## src/hdl/ovn_pkg.sv

```systemverilog
`timescale 1ns / 1ps
// ----------------------------------------------------------------------------
// ovn_pkg
// Shared constants, types and the position hash for the octave value noise.
// ----------------------------------------------------------------------------
package ovn_pkg;

	localparam int OCTAVES        = 8;
	localparam int MAX_WIDTH_LOG2 = 16;
	localparam int MIN_WIDTH_LOG2 = 7;
	localparam int COL_W          = 16;
	localparam int LG_W           = 5;
	localparam int SCALE_W        = 12;
	localparam int SEED_W         = 32;
	localparam int HEIGHT_W       = 28;
	localparam int SAMPLE_W       = 32;
	localparam int ACC_W          = SAMPLE_W + OCTAVES;
	localparam int NORM_W         = 32;
	localparam int PIPE_DEPTH     = 10;

	localparam logic [31:0] HASH_MUL1 = 32'hB5297A4D;
	localparam logic [31:0] HASH_ADD2 = 32'h68E31DA4;
	localparam logic [31:0] HASH_MUL3 = 32'h1B56C4E9;
	localparam logic [31:0] HALF_Q32  = 32'h80000000;

	// 1/255 reciprocal: floor(a/255) = (a * 0x010101010102) >> RECIP_SH, exact for
	// a below 2^40; the multiplier is a sum of byte shifts plus a doubling
	localparam int           RECIP_SH = 48;

	typedef enum logic [1:0] {
		REG_SEED   = 2'd0,
		REG_WIDTH  = 2'd1,
		REG_HEIGHT = 2'd2
	} reg_idx_t;

	typedef struct packed {
		logic [SEED_W-1:0]  seed;
		logic [LG_W-1:0]    lg;
		logic [SCALE_W-1:0] scale;
	} cfg_t;

	// first half of the hash: multiply, add seed, xor-shift, add, xor-shift
	function automatic logic [31:0] hash_a(input logic [31:0] pos, input logic [31:0] seed);
		logic [31:0] m;
		m = pos * HASH_MUL1;
		m = m + seed;
		m = m ^ (m >> 8);
		m = m + HASH_ADD2;
		m = m ^ (m << 8);
		return m;
	endfunction

	// second half: multiply, xor-shift
	function automatic logic [31:0] hash_b(input logic [31:0] m);
		logic [31:0] r;
		r = m * HASH_MUL3;
		r = r ^ (r >> 8);
		return r;
	endfunction

endpackage

```

## src/hdl/ovn_norm.sv

```systemverilog
`timescale 1ns / 1ps
// ----------------------------------------------------------------------------
// ovn_norm
// Weighted octave sum, division by 255 via reciprocal, height scaling.
// Four register stages.
// ----------------------------------------------------------------------------
module ovn_norm (
	input  logic                                          clk,
	input  logic                                          en,
	input  logic [ovn_pkg::OCTAVES*ovn_pkg::SAMPLE_W-1:0] samples,
	input  logic [ovn_pkg::SCALE_W-1:0]                   scale,
	output logic [ovn_pkg::HEIGHT_W-1:0]                  height
);

	logic [ovn_pkg::ACC_W-1:0]   acc_c, acc_s1;
	logic [ovn_pkg::SCALE_W-1:0] sc_s1, sc_s2, sc_s3;
	logic [80:0]                 a_wide, pa_s2, pb_s2, prod_c;
	logic [ovn_pkg::NORM_W-1:0]  norm_s3;
	logic [43:0]                 hp;

	always_comb begin
		acc_c = '0;
		for (int k = 0; k < ovn_pkg::OCTAVES; k++)
			acc_c = acc_c + (ovn_pkg::ACC_W'(samples[k*ovn_pkg::SAMPLE_W +: ovn_pkg::SAMPLE_W])
				<< (ovn_pkg::OCTAVES - 1 - k));
	end

	assign a_wide = 81'(acc_s1);
	assign prod_c = pa_s2 + pb_s2;
	assign hp     = 44'(norm_s3) * 44'(sc_s3);

	always_ff @(posedge clk) begin
		if (en) begin
			acc_s1  <= acc_c;
			sc_s1   <= scale;
			pa_s2   <= (a_wide << 1) + (a_wide << 8) + (a_wide << 16);
			pb_s2   <= (a_wide << 24) + (a_wide << 32) + (a_wide << 40);
			sc_s2   <= sc_s1;
			norm_s3 <= ovn_pkg::NORM_W'(prod_c >> ovn_pkg::RECIP_SH);
			sc_s3   <= sc_s2;
			height  <= hp[16 +: ovn_pkg::HEIGHT_W];
		end
	end

endmodule

```

## config.mk

```make
export PLATFORM = sky130hd
export DESIGN_NAME = ovn_norm
export DESIGN_NICKNAME = d
export VERILOG_FILES = /design/src/hdl/ovn_pkg.sv /design/src/hdl/ovn_norm.sv
export SDC_FILE = /design/constraint.sdc
export NUM_CORES = 2
export LEC_CHECK = 0
export BUFFER_PORTS_ARGS = -buffer_cell sky130_fd_sc_hd__buf_2
export CAP_MARGIN = 20
export CORE_AREA = 2 2 268 270
export CTS_CLUSTER_DIAMETER = 30
export DETAILED_ROUTE_END_ITERATION = 6
export DIE_AREA = 0 0 270 272
export GPL_TIMING_DRIVEN = 0
export REMOVE_ABC_BUFFERS = 1
export SETUP_SLACK_MARGIN = 0.02
export SYNTH_ARGS = -nofsm -noshare
export SYNTH_HDL_FRONTEND = slang
export SYNTH_SLANG_ARGS = --single-unit
```

## constraint.sdc

```tcl
create_clock -name clk -period 17.3 [get_ports clk]
set_input_delay 3.46 -clock clk [delete_from_list [all_inputs] [get_ports clk]]
set_output_delay 3.46 -clock clk [all_outputs]
set_load 0.05 [all_outputs]
```

==> results.toml <==
[outcome]
outcome = "finished clean"

[drt]
drc = 0
vias = 21000
wl_per_cell_um = 17.3
drt_iter0_drc = 997
ant_nets = 0
firstDrtPassIters = 5
wl_um = 71200
viasPerCell = 5.11

[critical_path]
critPathCapture = "acc_s1[38]$_DFFE_PP_"
critPathKind = "in -> reg"
cp_max_fo = 5
rrSetupSlack_ps = 9570
worstPathRequired_ps = 17600
start_kind = "primary input"
ff2ff_path_depth = 19
end_kind = "flip-flop"
rr_endpoint = "height[27]$_DFFE_PP_"
arrival_ps = 8490
crit_start = "samples[0]"
timing.rr.start = "sc_s3[11]$_DFFE_PP_"

[logic_synthesis]
synthCells = 2835
async_reset_ff_share_pct = 0
yosysMostFrequentCell = "fa_1"
synth_edf_count = 225
yosysTopAreaCell = "fa_1"
syn-cell-area_sq_um = 30000
netlist_top_cells_count = "531 x fa_1, 486 x inv_1, 349 x nand2_1, 260 x ha_1, 225 x edfxtp_1"
synth.top_cells.by_area = "fa_1 35%, edfxtp_1 23%, ha_1 11%"
yosysUniqueCellTypes = 65
syn_avg_cell_area_sq_um = 10.6
ys_dominant_reg_cell = "edfxtp_1"
netlist.area_leader.share_pct = 35.4
yosysWarnings = 0
ys_seq_area_share_pct = 22.5
synth_seq_cells = 225

[finish]
final_util_pct = 48.8
syn_to_final_growth_pct = 15.1
fill_cells = 6456
diodes = 0
drive_above_1_share_pct = 12.9
seqCellArea_sq_um = 6760
finalNetCount = 4179
multi_input_area_sq_um = 21100

[clock_tree]
post_cts.resized_instances = 0
clk_latency_ps = 580
clk_path_buf_depth = 3
cts_tree = "done"
clock_sinks = 225
h-tree-depth = 2
cts-root-buf = "clkbuf_16"
postCtsSetupBuffers = 0
ctsHoldBuffers = 0
clk_pin_slew_ps = 50
cts_buffers = 49

[floorplanning]
die_h_um = 272
row_count = 98
die_area_sq_um = 73400
core-area_sq_um = 70800
die_width_um = 270
initial_core_util_pct = 42.4
ioPinCount = 298

[timing]
holdWs_ps = 414
slew_viol_final = 0
fin_skew_ps = 26.8
rsz0062_at_grt = "false"
final.setup.worst_slack_ps = 9100
tns_ps = 0
period_needed_ps = 8200
hold_violations = 0
fmax_ghz = 0.122
setup_viol = 0
tightest_slew_ps = 1080
maxSlewHeadroom_pct = 28.1
period_share_pct = 47.4

[min_path]
hold_path.class = "reg -> reg"
whs_path_depth = 0

[place]
hpwl_um = 59200
dp_slack_ps = 8560
numPortBuffers = 297
place.gp.congestion = 0.929

[global_routing]
grt_max_degree = 124
globalRouteOverflowTotal = 0
grtUsageTotal_pct = 19.9
grt_first_pass_wirelength_um = 118000
grt_pass1_vias = 23400
antenna_found_initial = 2

[flow_run]
max_cap_viol_count = 0
## cells in the final DEF (no fill, tap or decap), types with 4 or more instances in the layout
| cell type | instances |
|---|---|
| buf_2 | 296 |
| edfxtp_1 | 225 |
| and3_1 | 14 |
| a22oi_1 | 4 |
| buf_16 | 11 |
| o21bai_1 | 25 |
| nor3b_1 | 4 |
| bufinv_16 | 13 |
| nand2b_1 | 10 |
| nor3_1 | 18 |
| nor2_1 | 90 |
| nand4_1 | 27 |
| a211o_1 | 4 |
| ha_1 | 260 |
| clkinv_2 | 6 |
| o21a_1 | 22 |
| clkinv_1 | 9 |
| o211ai_1 | 6 |
| a31oi_1 | 14 |
| inv_1 | 486 |
| nor4_1 | 4 |
| a21oi_1 | 135 |
| a211oi_1 | 13 |
| fa_1 | 531 |
| a21o_1 | 77 |
| xor2_1 | 60 |
| nand3_1 | 22 |
| and2_1 | 109 |
| nor2b_1 | 19 |
| a21boi_0 | 5 |
| o21ai_0 | 59 |
| a31o_2 | 6 |
| xnor2_1 | 97 |
| and4_1 | 9 |
| clkbuf_16 | 50 |
| nand2_1 | 349 |
## worst max-delay path, stage by stage
cell       delay, ps
buf_2            110
fa_1             500
fa_1             520
fa_1             520
fa_1             490
ha_1             370
o21ai_0          260
o21ai_1          120
a21o_1           240
a211oi_2         380
o211ai_2         170
a2111o_1         480
a31oi_4          240
o21ai_2          100
a2111oi_2        440
xnor2_1          100
## cell families (layout without fill, tap and decap cells)
| kind of cell | Yosys count | in the layout | synth area share (%) |
|---|---|---|---|
| AO/OA/AOI/OAI | 413 | 413 | 8.99 |
| XOR/XNOR | 157 | 157 | 4.58 |
| adder cells (fa/ha/maj) | 791 | 791 | 46.3 |
| buffers and inverters | 564 | 884 | 7.05 |
| flip-flops | 225 | 225 | 22.5 |
| multiplexers | 1 | 1 | 0.0334 |
| AND/OR/NAND/NOR | 684 | 684 | 10.6 |
## per-stage QoR
| stage | cells | area (sq um) |
|---|---|---|
| after floorplan | 2757 | 29700 |
| after global placement | 4004 | 32400 |
| after detailed placement | 4015 | 32700 |
| after CTS | 4103 | 34500 |
| after global routing | 4105 | 34500 |
| final | 4105 | 34500 |
## cell type report
cell class              count  share of cell area (%)
clock buffers              51                    3.63
multi-input cells        2046                    61.2
clock inverters            37                    1.59
repair buffers            310                    5.28
flip-flops and latches    225                    19.6
inverters                 486                    5.28
well taps                 950                    3.44
## sequential cells by signal, indices dropped and copies added, names as in the netlist
signal / cells
acc_s1: 40
height: 28
norm_s3: 32
pa_s2: 33
pb_s2: 56
sc_s1: 12
sc_s2: 12
sc_s3: 12
## how the worst min path moves through the flow
stage,to,startpoint,slack [ps]
6_report,sc_s3[1]$_DFFE_PP_,sc_s2[1]$_DFFE_PP_,410
5_1_grt,sc_s2[9]$_DFFE_PP_,sc_s1[9]$_DFFE_PP_,420
4_1_cts,sc_s2[2]$_DFFE_PP_,sc_s1[2]$_DFFE_PP_,410
3_5_place_dp,sc_s2[2]$_DFFE_PP_,sc_s1[2]$_DFFE_PP_,400
3_3_place_gp,sc_s2[1]$_DFFE_PP_,sc_s1[1]$_DFFE_PP_,400
2_1_floorplan,sc_s2[0]$_DFFE_PP_,sc_s1[0]$_DFFE_PP_,400
## metal layers
layer | wire, um | track usage [%] | vias to the layer above
li1 | - | - | 9768
met4 | 1860 | 6.05 | 2
met1 | 29200 | 24.1 | 10500
met3 | 3490 | 2.89 | 114
met5 | 11 | 0 | -
met2 | 36600 | 36.6 | 609
Power is not shown: default switching activity piles up to over one toggle a cycle in this logic, so the estimate is an artifact.
